## config.mk

```make
export PLATFORM = sky130hd
export DESIGN_NAME = encoder_period_speed_meter_core
export DESIGN_NICKNAME = d
export VERILOG_FILES = /design/src/rtl/core/epsm_pkg.sv /design/src/rtl/core/epsm_mul.sv /design/src/rtl/core/epsm_div.sv /design/src/rtl/core/encoder_period_speed_meter_core.sv
export VERILOG_INCLUDE_DIRS = /design/src /design/src/rtl/core
export SDC_FILE = /design/constraint.sdc
export NUM_CORES = 2
export LEC_CHECK = 0
export ABC_AREA = 1
export BUFFER_PORTS_ARGS = -buffer_cell sky130_fd_sc_hd__buf_2
export CAP_MARGIN = 20
export CORE_UTILIZATION = 32
export DETAILED_ROUTE_END_ITERATION = 12
export MAX_ROUTING_LAYER = met4
export PLACE_DENSITY_LB_ADDON = 0.08
export SLEW_MARGIN = 40
export SYNTH_ARGS = -nofsm -noshare
export SYNTH_HDL_FRONTEND = slang
export SYNTH_SLANG_ARGS = --single-unit
export TNS_END_PERCENT = 30
```

## constraint.sdc

```tcl
create_clock -name i_clk -period 8.95 [get_ports i_clk]
set_input_delay 1.3425 -clock i_clk [delete_from_list [all_inputs] [get_ports i_clk]]
set_output_delay 1.3425 -clock i_clk [all_outputs]
set_load 0.03 [all_outputs]
```

## src/rtl/core/encoder_period_speed_meter_core_defines.svh

```systemverilog
// ----------------------------------------------------------------------------
// encoder period speed meter - assertion macros
// shared concurrent assertion forms for the core rtl
// ----------------------------------------------------------------------------
`ifndef ENCODER_PERIOD_SPEED_METER_CORE_DEFINES_SVH
`define ENCODER_PERIOD_SPEED_METER_CORE_DEFINES_SVH

// check a property on every rising clock edge outside reset
`define EPSM_ASSERT(lbl, clk, rst_n, prop, msg) \
    lbl: assert property (@(posedge clk) disable iff (!rst_n) (prop)) else $error(msg);

// check a property on every rising clock edge, reset included
`define EPSM_ASSERT_ALWAYS(lbl, clk, prop, msg) \
    lbl: assert property (@(posedge clk) (prop)) else $error(msg);

`endif

```

## src/rtl/core/epsm_pkg.sv

```systemverilog
// ----------------------------------------------------------------------------
// epsm_pkg
// shared types and constants of the encoder period speed meter
// ----------------------------------------------------------------------------
`timescale 1ns / 1ps
`default_nettype none

package epsm_pkg;

    localparam int unsigned CHANNELS = 2;

    // configuration register indexes
    localparam int unsigned CFG_IDX_W  = 3;
    localparam int unsigned CFG_DATA_W = 32;
    localparam logic [CFG_IDX_W-1:0] CFG_SLOTS_PER_REV    = 3'd0;
    localparam logic [CFG_IDX_W-1:0] CFG_TICK_RATE        = 3'd1;
    localparam logic [CFG_IDX_W-1:0] CFG_TIMER_PERIOD     = 3'd2;
    localparam logic [CFG_IDX_W-1:0] CFG_GLITCH_THRESHOLD = 3'd3;
    localparam logic [CFG_IDX_W-1:0] CFG_FILTER_KEEP      = 3'd4;

    // reset values of the configuration registers
    localparam logic [15:0] RST_SLOTS_PER_REV    = 16'd50;
    localparam logic [23:0] RST_TICK_RATE        = 24'd50000;
    localparam logic [16:0] RST_TIMER_PERIOD     = 17'd20000;
    localparam logic [31:0] RST_GLITCH_THRESHOLD = 32'd600;
    localparam logic [8:0]  RST_FILTER_KEEP      = 9'd179;

    localparam logic [8:0] KEEP_FULL = 9'd256;

    // transaction modes
    localparam logic MODE_EDGE = 1'b0;
    localparam logic MODE_WRAP = 1'b1;

    // shared multiplier
    localparam int unsigned MUL_A_W = 32;
    localparam int unsigned MUL_B_W = 17;
    localparam int unsigned MUL_P_W = MUL_A_W + MUL_B_W;

    // divider: (tick_rate << 16) / (slots * period)
    localparam int unsigned DIV_NUM_W = 40;
    localparam int unsigned DIV_DEN_W = 48;
    localparam int unsigned DIV_CNT_W = $clog2(DIV_NUM_W + 1);

    typedef struct packed {
        logic busy;
        logic done;
    } t_div_stat;

endpackage

`default_nettype wire

```

## src/rtl/core/epsm_mul.sv

```systemverilog
// ----------------------------------------------------------------------------
// epsm_mul
// shared registered 32x17 multiplier, one product per cycle
// ----------------------------------------------------------------------------
`timescale 1ns / 1ps
`default_nettype none

module epsm_mul (
    input  wire logic                           i_clk,
    input  wire logic [epsm_pkg::MUL_A_W-1:0]   i_a,
    input  wire logic [epsm_pkg::MUL_B_W-1:0]   i_b,
    output logic      [epsm_pkg::MUL_P_W-1:0]   o_p
);
    import epsm_pkg::*;

    logic [MUL_P_W-1:0] r_p;

    always_ff @(posedge i_clk) begin
        r_p <= MUL_P_W'(i_a) * MUL_P_W'(i_b);
    end

    assign o_p = r_p;

endmodule

`default_nettype wire

```

## src/rtl/core/epsm_div.sv

```systemverilog
// ----------------------------------------------------------------------------
// epsm_div
// restoring divider, one quotient bit per cycle
// ----------------------------------------------------------------------------
`timescale 1ns / 1ps
`default_nettype none

module epsm_div (
    input  wire logic                             i_clk,
    input  wire logic                             i_rst_n,
    input  wire logic                             i_start,
    input  wire logic [epsm_pkg::DIV_NUM_W-1:0]   i_num,
    input  wire logic [epsm_pkg::DIV_DEN_W-1:0]   i_den,
    output logic      [epsm_pkg::DIV_NUM_W-1:0]   o_quot,
    output epsm_pkg::t_div_stat                   o_stat
);
    import epsm_pkg::*;

    logic                 r_busy;
    logic                 r_done;
    logic [DIV_CNT_W-1:0] r_cnt;
    logic [DIV_DEN_W-1:0] r_rem;
    logic [DIV_NUM_W-1:0] r_quo;
    logic [DIV_DEN_W-1:0] r_den;

    logic [DIV_DEN_W:0]   n_shift;
    logic [DIV_DEN_W:0]   n_diff;
    logic                 n_ge;
    logic [DIV_DEN_W-1:0] n_rem;

    always_comb begin
        n_shift = {r_rem, r_quo[DIV_NUM_W-1]};
        n_diff  = n_shift - {1'b0, r_den};
        n_ge    = (n_shift >= {1'b0, r_den});
        n_rem   = n_ge ? n_diff[DIV_DEN_W-1:0] : n_shift[DIV_DEN_W-1:0];
    end

    always_ff @(posedge i_clk) begin
        if (!i_rst_n) begin
            r_busy <= 1'b0;
            r_done <= 1'b0;
            r_cnt  <= '0;
        end else begin
            r_done <= 1'b0;
            if (i_start) begin
                r_busy <= 1'b1;
                r_cnt  <= DIV_CNT_W'(DIV_NUM_W);
            end else if (r_busy) begin
                r_cnt <= r_cnt - DIV_CNT_W'(1);
                if (r_cnt == DIV_CNT_W'(1)) begin
                    r_busy <= 1'b0;
                    r_done <= 1'b1;
                end
            end
        end
    end

    // a zero divisor leaves every quotient bit set, which saturates upstream
    always_ff @(posedge i_clk) begin
        if (i_start) begin
            r_rem <= '0;
            r_quo <= i_num;
            r_den <= i_den;
        end else if (r_busy) begin
            r_rem <= n_rem;
            r_quo <= {r_quo[DIV_NUM_W-2:0], n_ge};
        end
    end

    assign o_quot      = r_quo;
    assign o_stat.busy = r_busy;
    assign o_stat.done = r_done;

endmodule

`default_nettype wire

```

## src/rtl/core/encoder_period_speed_meter_core.sv

```systemverilog
// An edge transaction measures the period since the previous edge of its channel,
// including counter wraps, and returns one result: accepted edges pass the multiplier,
// the 40-step restoring divider that forms the Q16.16 speed and the filter; glitches
// skip from the period check to the output stage; wraps only count. The input stalls
// while a transaction is in progress and, at the end, until the output register is
// free; a pending result does not block the next transaction.
// ----------------------------------------------------------------------------
// encoder_period_speed_meter_core
// two-channel encoder period and speed meter with glitch rejection and iir smoothing
// ----------------------------------------------------------------------------
`timescale 1ns / 1ps
`default_nettype none

`include "encoder_period_speed_meter_core_defines.svh"

module encoder_period_speed_meter_core (
    input  wire logic                              i_clk,
    input  wire logic                              i_rst_n,
    // configuration
    input  wire logic                              i_cfg_we,
    input  wire logic [epsm_pkg::CFG_IDX_W-1:0]    i_cfg_index,
    input  wire logic [epsm_pkg::CFG_DATA_W-1:0]   i_cfg_data,
    // input channel
    input  wire logic                              i_in_valid,
    output logic                                   o_in_stall,
    input  wire logic                              i_mode,
    input  wire logic                              i_channel,
    input  wire logic [15:0]                       i_capture_count,
    // output channel
    output logic                                   o_out_valid,
    input  wire logic                              i_out_stall,
    output logic                                   o_out_channel,
    output logic                                   o_accepted,
    output logic      [31:0]                       o_period_ticks,
    output logic      [31:0]                       o_speed_raw,
    output logic      [31:0]                       o_speed_filtered
);
    import epsm_pkg::*;

    typedef enum logic [8:0] {
        S_IDLE     = 9'b000000001,
        S_MUL_WRAP = 9'b000000010,
        S_PERIOD   = 9'b000000100,
        S_MUL_DEN  = 9'b000001000,
        S_DIV_GO   = 9'b000010000,
        S_DIV      = 9'b000100000,
        S_MUL_OLD  = 9'b001000000,
        S_MUL_RAW  = 9'b010000000,
        S_FILT     = 9'b100000000
    } t_state;

    // configuration registers
    logic [15:0] r_slots;
    logic [23:0] r_tick_rate;
    logic [16:0] r_timer_period;
    logic [31:0] r_glitch_thr;
    logic [8:0]  r_filter_keep;

    // measurement state
    t_state      r_state,                 n_state;
    logic [15:0] r_stamp_now [CHANNELS];
    logic [15:0] n_stamp_now [CHANNELS];
    logic [31:0] r_filt      [CHANNELS];
    logic [31:0] n_filt      [CHANNELS];
    logic [15:0] r_wrap,                  n_wrap;
    logic        r_ch,                    n_ch;
    logic [15:0] r_cap,                   n_cap;
    logic [31:0] r_period,                n_period;
    logic        r_ok,                    n_ok;
    logic [31:0] r_raw,                   n_raw;
    logic [39:0] r_acc,                   n_acc;
    logic        r_out_valid,             n_out_valid;
    logic        out_load;

    // shared units
    logic [MUL_A_W-1:0]   mul_a;
    logic [MUL_B_W-1:0]   mul_b;
    logic [MUL_P_W-1:0]   mul_p;
    logic                 div_start;
    logic [DIV_NUM_W-1:0] div_quot;
    t_div_stat            div_stat;

    logic [8:0]  keep_sat;
    logic [8:0]  keep_inv;
    logic [31:0] period_calc;
    logic [39:0] filt_sum;
    logic        ch_ok;

    epsm_mul u_mul (
        .i_clk (i_clk),
        .i_a   (mul_a),
        .i_b   (mul_b),
        .o_p   (mul_p)
    );

    epsm_div u_div (
        .i_clk   (i_clk),
        .i_rst_n (i_rst_n),
        .i_start (div_start),
        .i_num   ({r_tick_rate, 16'b0}),
        .i_den   (mul_p[DIV_DEN_W-1:0]),
        .o_quot  (div_quot),
        .o_stat  (div_stat)
    );

    assign keep_sat    = (r_filter_keep > KEEP_FULL) ? KEEP_FULL : r_filter_keep;
    assign keep_inv    = KEEP_FULL - keep_sat;
    assign period_calc = {16'b0, r_cap} + mul_p[31:0] - {16'b0, r_stamp_now[r_ch]};
    assign filt_sum    = r_acc + mul_p[39:0];
    assign ch_ok       = (32'(i_channel) < CHANNELS);
    assign o_in_stall  = (r_state != S_IDLE);
    assign div_start   = (r_state == S_DIV_GO);

    // operand select for the shared multiplier
    always_comb begin
        unique case (r_state)
            S_MUL_WRAP: begin
                mul_a = {16'b0, r_wrap};
                mul_b = r_timer_period;
            end
            S_MUL_DEN: begin
                mul_a = r_period;
                mul_b = {1'b0, r_slots};
            end
            S_MUL_OLD: begin
                mul_a = r_filt[r_ch];
                mul_b = {8'b0, keep_sat};
            end
            // held through the final state so the product survives an output stall
            S_MUL_RAW, S_FILT: begin
                mul_a = r_raw;
                mul_b = {8'b0, keep_inv};
            end
            default: begin
                mul_a = '0;
                mul_b = '0;
            end
        endcase
    end

    // sequencer
    always_comb begin
        n_state     = r_state;
        n_stamp_now = r_stamp_now;
        n_filt      = r_filt;
        n_wrap      = r_wrap;
        n_ch        = r_ch;
        n_cap       = r_cap;
        n_period    = r_period;
        n_ok        = r_ok;
        n_raw       = r_raw;
        n_acc       = r_acc;
        n_out_valid = r_out_valid && i_out_stall;
        out_load    = 1'b0;

        unique case (r_state)
            S_IDLE: begin
                if (i_in_valid) begin
                    if (i_mode == MODE_WRAP) begin
                        if (r_wrap != 16'hFFFF) begin
                            n_wrap = r_wrap + 16'd1;
                        end
                    end else if (ch_ok) begin
                        n_ch    = i_channel;
                        n_cap   = i_capture_count;
                        n_state = S_MUL_WRAP;
                    end
                end
            end
            S_MUL_WRAP: begin
                n_state = S_PERIOD;
            end
            S_PERIOD: begin
                n_period = period_calc;
                n_ok     = (period_calc > r_glitch_thr);
                if (period_calc > r_glitch_thr) begin
                    n_stamp_now[r_ch] = r_cap;
                    n_wrap            = '0;
                    n_state           = S_MUL_DEN;
                end else begin
                    // glitch: history stays as it was
                    n_raw   = '0;
                    n_state = S_FILT;
                end
            end
            S_MUL_DEN: begin
                n_state = S_DIV_GO;
            end
            S_DIV_GO: begin
                n_state = S_DIV;
            end
            S_DIV: begin
                if (div_stat.done) begin
                    n_raw   = (|div_quot[DIV_NUM_W-1:32]) ? 32'hFFFF_FFFF : div_quot[31:0];
                    n_state = S_MUL_OLD;
                end
            end
            S_MUL_OLD: begin
                n_state = S_MUL_RAW;
            end
            S_MUL_RAW: begin
                n_acc   = mul_p[39:0];
                n_state = S_FILT;
            end
            S_FILT: begin
                // filter update happens once, when the result goes out
                if (!r_out_valid || !i_out_stall) begin
                    if (r_ok) begin
                        n_filt[r_ch] = filt_sum[39:8];
                    end
                    out_load    = 1'b1;
                    n_out_valid = 1'b1;
                    n_state     = S_IDLE;
                end
            end
            default: begin
                n_state = S_IDLE;
            end
        endcase
    end

    // configuration writes
    always_ff @(posedge i_clk) begin
        if (!i_rst_n) begin
            r_slots        <= RST_SLOTS_PER_REV;
            r_tick_rate    <= RST_TICK_RATE;
            r_timer_period <= RST_TIMER_PERIOD;
            r_glitch_thr   <= RST_GLITCH_THRESHOLD;
            r_filter_keep  <= RST_FILTER_KEEP;
        end else if (i_cfg_we) begin
            unique case (i_cfg_index)
                CFG_SLOTS_PER_REV:    r_slots        <= i_cfg_data[15:0];
                CFG_TICK_RATE:        r_tick_rate    <= i_cfg_data[23:0];
                CFG_TIMER_PERIOD:     r_timer_period <= i_cfg_data[16:0];
                CFG_GLITCH_THRESHOLD: r_glitch_thr   <= i_cfg_data;
                CFG_FILTER_KEEP:      r_filter_keep  <= i_cfg_data[8:0];
                default: begin
                end
            endcase
        end
    end

    always_ff @(posedge i_clk) begin
        if (!i_rst_n) begin
            r_state     <= S_IDLE;
            r_wrap      <= '0;
            r_out_valid <= 1'b0;
            for (int i = 0; i < CHANNELS; i++) begin
                r_stamp_now[i] <= '0;
                r_filt[i]      <= '0;
            end
        end else begin
            r_state     <= n_state;
            r_wrap      <= n_wrap;
            r_out_valid <= n_out_valid;
            r_stamp_now <= n_stamp_now;
            r_filt      <= n_filt;
        end
    end

    always_ff @(posedge i_clk) begin
        r_ch     <= n_ch;
        r_cap    <= n_cap;
        r_period <= n_period;
        r_ok     <= n_ok;
        r_raw    <= n_raw;
        r_acc    <= n_acc;
        if (out_load) begin
            o_out_channel    <= r_ch;
            o_accepted       <= r_ok;
            o_period_ticks   <= r_period;
            o_speed_raw      <= r_raw;
            o_speed_filtered <= r_ok ? filt_sum[39:8] : r_filt[r_ch];
        end
    end

    assign o_out_valid = r_out_valid;

    `EPSM_ASSERT(ast_out_from_seq, i_clk, i_rst_n, $rose(o_out_valid) |-> $past(r_state == S_FILT), "result raised outside the final state")
    `EPSM_ASSERT(ast_div_active, i_clk, i_rst_n, (r_state == S_DIV) |-> (div_stat.busy || div_stat.done), "waiting on an idle divider")
    `EPSM_ASSERT(ast_wrap_clear, i_clk, i_rst_n, (r_state == S_PERIOD && period_calc > r_glitch_thr) |=> (r_wrap == 16'd0), "wrap count not cleared after accepted edge")
    `EPSM_ASSERT(ast_glitch_raw, i_clk, i_rst_n, (o_out_valid && !o_accepted) |-> (o_speed_raw == 32'd0), "rejected transaction carries a speed")
    `EPSM_ASSERT_ALWAYS(ast_div_start_idle, i_clk, div_start |-> !div_stat.busy, "divider restarted while busy")

endmodule

`default_nettype wire

```

Yosys cells after proc, flatten, opt, wreduce, memory -nomap -nowiden

Index checks and enable logic that the tools add are counted.

Add/subtract/negate cells: 7
Multipliers: 1
Order comparisons: 5
Equality and inequality tests: 24
Muxes and demuxes: 44
Bitwise gates (word level): 4
Reduce and logical (&&, ||, !) cells: 24

Operators by type and width:

| kind                                                            | number |
|---|---|
| 32-bit 2-to-1 mux                                               | 8 |
| 16-bit 2-to-1 mux                                               | 8 |
| 32-bit one-hot mux with 4 select lines                          | 1 |
| 9-bit one-hot mux with 9 select lines                           | 1 |
| 40-bit 2-to-1 mux                                               | 2 |
| 17-bit one-hot mux with 4 select lines                          | 1 |
| 64-bit bitwise mux                                              | 1 |
| 32-bit one-hot mux with 2 select lines                          | 1 |
| 9-bit 2-to-1 mux                                                | 6 |
| 49-bit by 48-bit >= comparator with 1-bit output                | 1 |
| 32-bit by 17-bit multiplier with 48-bit output                  | 1 |
| 48-bit 2-to-1 mux                                               | 1 |
| 48-bit subtractor                                               | 1 |
| 40-bit adder                                                    | 1 |
| 16-bit by 32-bit adder with 32-bit output                       | 1 |
| 32-bit bitwise mux                                              | 1 |
| 32-bit demux with 1-bit select                                  | 1 |
| 32-bit > comparator                                             | 1 |
| 16-bit one-hot mux with 2 select lines                          | 1 |
| 32-bit by 16-bit subtractor with 32-bit output                  | 1 |
| 16-bit by 1-bit adder with 16-bit output, second input constant | 1 |
| 16-bit demux with 1-bit select                                  | 1 |
| 16-bit != test, second input constant                           | 1 |
| 2-bit != test, second input constant                            | 7 |
| other kinds (36)                                                | 59 |

Register bits after elaboration: 632
Input port bits: 58
Output and inout port bits: 100
Logic and storage cells: 141

Depth between registers and ports, before layout

Depth after elaboration: 8
Mapped depth: 39
Mapped depth without buffers: 38

Modules after synthesis

A second synthesis with hierarchy kept.

Cell total of the unflattened synthesis: 7167
Area, all modules: 53100.9 um^2

By module, submodules not included:

| module                          | instances | cells an instance | area an instance (um^2) |
|---|---|---|---|
| encoder_period_speed_meter_core | 1         | 2877              | 23129.7 |
| epsm_mul                        | 1         | 2745              | 19831.5 |
| epsm_div                        | 1         | 1545              | 10139.7 |

Least setup slack after synthesis

OpenSTA, ideal clock, no wires.

Path kind: register to register
From: register r_state[4]
To: register u_mul.r_p[46], in the netlist u_mul.o_p[46]
Setup time: 0.127 ns
Arrival: 6.884 ns
Required time: 8.823 ns
Path slack: 1.939 ns
Stages on the path, launching flop included: 33
Path buffers: 3
Period minus slack after synthesis: 7.011 ns
Cell sequence: dfxtp_1 > nor2_1 > inv_1 > nor3_1 > nand2_4 > inv_2 > nor2_4 > inv_4 > buf_6 > buf_4 > nand2_1 > nand2_1 > buf_4 > nand2_1 > fa_1 > inv_1 > fa_1 > inv_1 > fa_1 > inv_1 > fa_1 > fa_1 > inv_1 > fa_1 > inv_1 > ha_1 > a21oi_1 > o21ai_0 > o21bai_1 > o21bai_1 > a21oi_1 > o21ai_0 > xor2_1

Cells in the longest elaborated chain, start to end: 4
Elaborated cells on any way between the ends: 9

Ends and longest elaborated chain:

| what                                                                                             | line                                   | RTL |
|---|---|---|
| from (decl)                                                                                      | encoder_period_speed_meter_core.sv:60  | `t_state r_state, n_state;` |
| from (signal assigned)                                                                           | encoder_period_speed_meter_core.sv:253 | `r_state <= n_state;` |
| 9-bit == test or 9-bit by 8-bit == test with 1-bit output (tied branches)                        | encoder_period_speed_meter_core.sv:116 | `unique case (r_state)` |
| 2-bit OR reduction                                                                               | encoder_period_speed_meter_core.sv:116 |  |
| 32-bit one-hot mux with 4 select lines or 17-bit one-hot mux with 4 select lines (tied branches) | encoder_period_speed_meter_core.sv:116 |  |
| 32-bit by 17-bit multiplier with 48-bit output *                                                 | epsm_mul.sv:19                         | `r_p <= MUL_P_W'(i_a) * MUL_P_W'(i_b);` |
| to (signal assigned)                                                                             | epsm_mul.sv:19                         |  |
| to (decl)                                                                                        | epsm_mul.sv:16                         | `logic [MUL_P_W-1:0] r_p;` |

Mark *: on every way between the ends. The rest lies on a longest branch, timed or not.
A chain may end at the register's enable or synchronous reset.

Final worst setup path

From: register r_ch
To: register u_mul.r_p[40], in the netlist u_mul.o_p[40]

Cells in the longest elaborated chain, start to end: 6

Ends and longest elaborated chain:

| what                                                   | line                                   | RTL |
|---|---|---|
| from (decl)                                            | encoder_period_speed_meter_core.sv:66  | `logic r_ch, n_ch;` |
| from (signal assigned)                                 | encoder_period_speed_meter_core.sv:262 | `r_ch <= n_ch;` |
| 1-bit inverter with 2-bit output (implied by the code) | encoder_period_speed_meter_core.sv:126 | `mul_a = r_filt[r_ch];` |
| 32-bit 2-to-1 mux (implied by the code) (3 in a row)   | encoder_period_speed_meter_core.sv:126 |  |
| 32-bit one-hot mux with 4 select lines                 | encoder_period_speed_meter_core.sv:116 |  |
| 32-bit by 17-bit multiplier with 48-bit output         | epsm_mul.sv:19                         |  |

No other way between the ends. The select of a mux whose other input is x is not followed.

==> results.toml <==
[placement]
gp_congestion = 0.9608
placed_cell_area_sq_um = 54580
io_buffer_count = 157
dp_hpwl_mm = 159.0

[cts]
cts_resized = 0
cts_tree = "built"
clk_path_buf_depth = 3
cts_inserted_buffers = 76
clkLatencyLatePin_ns = 0.70
postCtsSetupBuffers = 0
ctsHoldBuffers = 0
h-tree-depth = 3
root_buffer = "clkbuf_16"
clk_pin_slew_ns = 0.06
cts.sinks = 632

[pwr]
combinationalPowerShare = 0.129
switchingPower_w = 0.002143
p_seq_frac = 0.423
ir_drop_mv = 0.1303
intPower_w = 0.005309
pwr-share-clk = 0.449
leakagePower_nw = 27.82
power.density_nw_per_um2 = 130.0
switching_share = 0.2876

[drt]
drt_first_pass_iters = 7
viasPerCell = 4.862
via_count = 42950
drt_wl_total_mm = 197.1
wl_per_cell_microns = 22.31
drtAntennaViolNets = 0
drc_errors = 0
drt_iter0_markers = 3360

[logic_synthesis]
yosys_warnings = 0
syn_inst = 6565
synthesis.area_sq_um = 51440
synth-seq-cells = 632
synthAdderAreaFrac = 0.2474
synth-seq-area-share = 0.3028
synth-simple-area-share = 0.1886
synth_top_family_by_area = "adder cells"
synth_mux_area_frac = 0.0003892
async_reset_ff_frac = 0
synth_xor_xnor_area_share = 0.02009
synth_compound_area_frac = 0.1116
ys.flop_type = "dfxtp_1"
syn_area_per_cell_sq_um = 7.836
synth_edf_count = 292
synthDistinctLibCells = 61

[global_route]
grt_first_pass_wirelength_mm = 289.8
grt_use_total = 0.2499
grt_max_degree = 96
grt-ovfl-total = 0
antenna_found_initial = 17
grt_pass1_vias = 43160

[timing]
tightest_slew_ns = 0.9980
min_period_ns = 8.785
setup_viol = 0
hold_violations = 0
rsz0062_at_grt = "no"
hold_slack_ns = 0.4049
relSlewSlack = 0.3299
skew_ns = 0.03336
period_share = 0.9816
slew_violations = 0
clock.fmax_mhz = 113.8

[floorplanning]
coreArea_sq_um = 158900
die_w_microns = 402.9
die_area_sq_um = 162400
io_pins = 158
die_y_microns = 402.9
num_rows = 146
start_util = 0.3237

[critical_path]
startpoint = "r_ch$_DFFE_PP_"
cp.arrival_ns = 9.38
path_max_fanout = 35
cp_top_family = "adder cells"
path_buf_inv = 8
worstSetupStartpointType = "flip-flop"
reg2reg_from = "r_ch$_DFFE_PP_"
end_kind = "flip-flop"
worstPathRequired_ns = 9.54
cpMaxStageDelayCell = "o21ai_0"
critPathMaxStageDelay_ns = 0.66
cp_common_cell = "inv_1"
path_class = "reg -> reg"

[hold_path]
hold_path.class = "reg -> reg"
min_from = "u_mul.o_p[43]$_DFF_P_"

[finish]
multi_input_area_sq_um = 29400
layout.area.seq_sq_um = 15580
final_common_cell = "inv_1"
drive_above_1_share = 0.07146
fillers = 16840
final_nets = 7492
layout_common_cells = "inv_1, nand2_1, nor2_1"
fin_area_sq_um = 57320
layout-area-overhead-vs-synth_pct = 11.43

[flow_run]
max-cap-violations = 0

[run_status]
status = "complete, no violations"
-- through the flow --
step	util	setup TNS (ns)	std cells	power [W]	setup slack [ns]
global placement	0.3431	-0.05824	8689	0.004139	-0.05824
global route	0.3606	0	8832	0.007739	0.02293
CTS	0.3602	0	8830	0.007523	0.05380
floorplan	-	0	6578	0.003734	1.939
finish	0.3607	0	8834	0.007452	0.1648
detailed placement	0.3434	0	8689	0.004146	0.1227
-- power groups by stage --
stage	registers (W)	clock network, W	logic (W)
final	0.00315	0.00334	0.000958
after global routing	0.00315	0.00353	0.00105
after CTS	0.00315	0.00343	0.000940
after detailed placement	0.00321	0	0.000934
after global placement	0.00321	0	0.000927
after floorplan	0.00317	0	0.000560
-- sequential cells by signal (all words and copies together) (netlist names), 17 cells and up --
register	count
r_acc	40
u_div.r_den	48
o_speed_raw	32
r_tick_rate	24
r_filt	64
u_div.r_rem	48
r_raw	32
u_div.o_quot	40
r_timer_period	17
r_glitch_thr	32
r_stamp_now	32
o_period_ticks	32
r_period	32
u_mul.o_p	48
o_speed_filtered	32
-- worst reg2reg max path: stages, from the launching register on --
cell      delay [ns]
edfxtp_1        0.61
buf_12          0.27
o21ai_0         0.67
nor2_1          0.17
a221oi_1        0.55
nand2_2         0.46
inv_1           0.32
nor2_1          0.09
fa_1            0.53
inv_1           0.05
fa_1            0.54
inv_1           0.05
fa_1            0.51
fa_1            0.44
fa_1            0.49
inv_1           0.05
fa_1            0.58
inv_1           0.07
ha_1            0.42
nand2_1         0.13
nor2_1          0.21
inv_1           0.08
nor2_1          0.13
inv_1           0.09
nor4_1          0.48
nand4_1         0.24
nand3_1         0.22
xor2_1          0.20
-- logic make-up after synthesis --
group / after synthesis
and+or+nand+nor: 2371
buffers and inverters: 1699
AOI/OAI and AO/OA: 1003
adders and majority gates: 738
DFF: 632
xor gates and xnor gates: 118
other: 2
muxes: 2
-- layout make-up --
cell class / instances / area share
clock buffers: 100 / 0.03730
flip-flops and latches: 632 / 0.2717
repair buffers: 237 / 0.02493
inverters: 1502 / 0.09842
multi-input cells: 4247 / 0.5129
clock inverters: 41 / 0.009320
well taps: 2072 / 0.04523
diodes: 3 / 0.0001310
-- final timing paths --
path | slack, ns | to | cells past startpoint
worst max-delay path | 0.16 | u_mul.o_p[40]$_DFF_P_ | 27
worst min-delay path | 0.40 | u_div.r_den[43]$_DFFE_PP_ | 0
worst max register to register | 0.16 | u_mul.o_p[40]$_DFF_P_ | 27
worst min register to register | 0.40 | u_div.r_den[43]$_DFFE_PP_ | 0
-- cells in the mapped netlist, types with 23 or more instances --
cell | instances | area, sq um
inv_1 | 1463 | 5492
nand3_1 | 218 | 1091
edfxtp_1 | 292 | 8768
clkbuf_1 | 88 | 330.3
nor4_1 | 23 | 143.9
buf_2 | 57 | 285.3
a21o_1 | 25 | 187.7
nor3_1 | 48 | 240.2
buf_4 | 34 | 255.2
xor2_1 | 83 | 727.0
o21ai_0 | 400 | 2002
o22ai_1 | 25 | 156.4
nor2_1 | 601 | 2256
nand4_1 | 81 | 506.7
ha_1 | 273 | 3416
a31oi_1 | 23 | 143.9
fa_1 | 465 | 9309
dfxtp_1 | 340 | 6807
xnor2_1 | 35 | 306.5
inv_2 | 34 | 127.6
nand2_1 | 1343 | 5041
a21oi_1 | 342 | 1712
o21bai_1 | 54 | 405.4
-- routing by layer --
| metal | part of all wire | up-vias | global-route usage | wire, microns |
|---|---|---|---|---|
| met5 | 0 | - | - | 0 |
| met4 | 0.020 | 0 | 0.04910 | 3844 |
| met3 | 0.047 | 192 | 0.02986 | 9345 |
| met2 | 0.46 | 1018 | 0.3933 | 90120 |
| met1 | 0.48 | 21070 | 0.3459 | 93770 |
| li1 | - | 20670 | - | - |
Note: power is estimated with default switching activity, not from simulation.
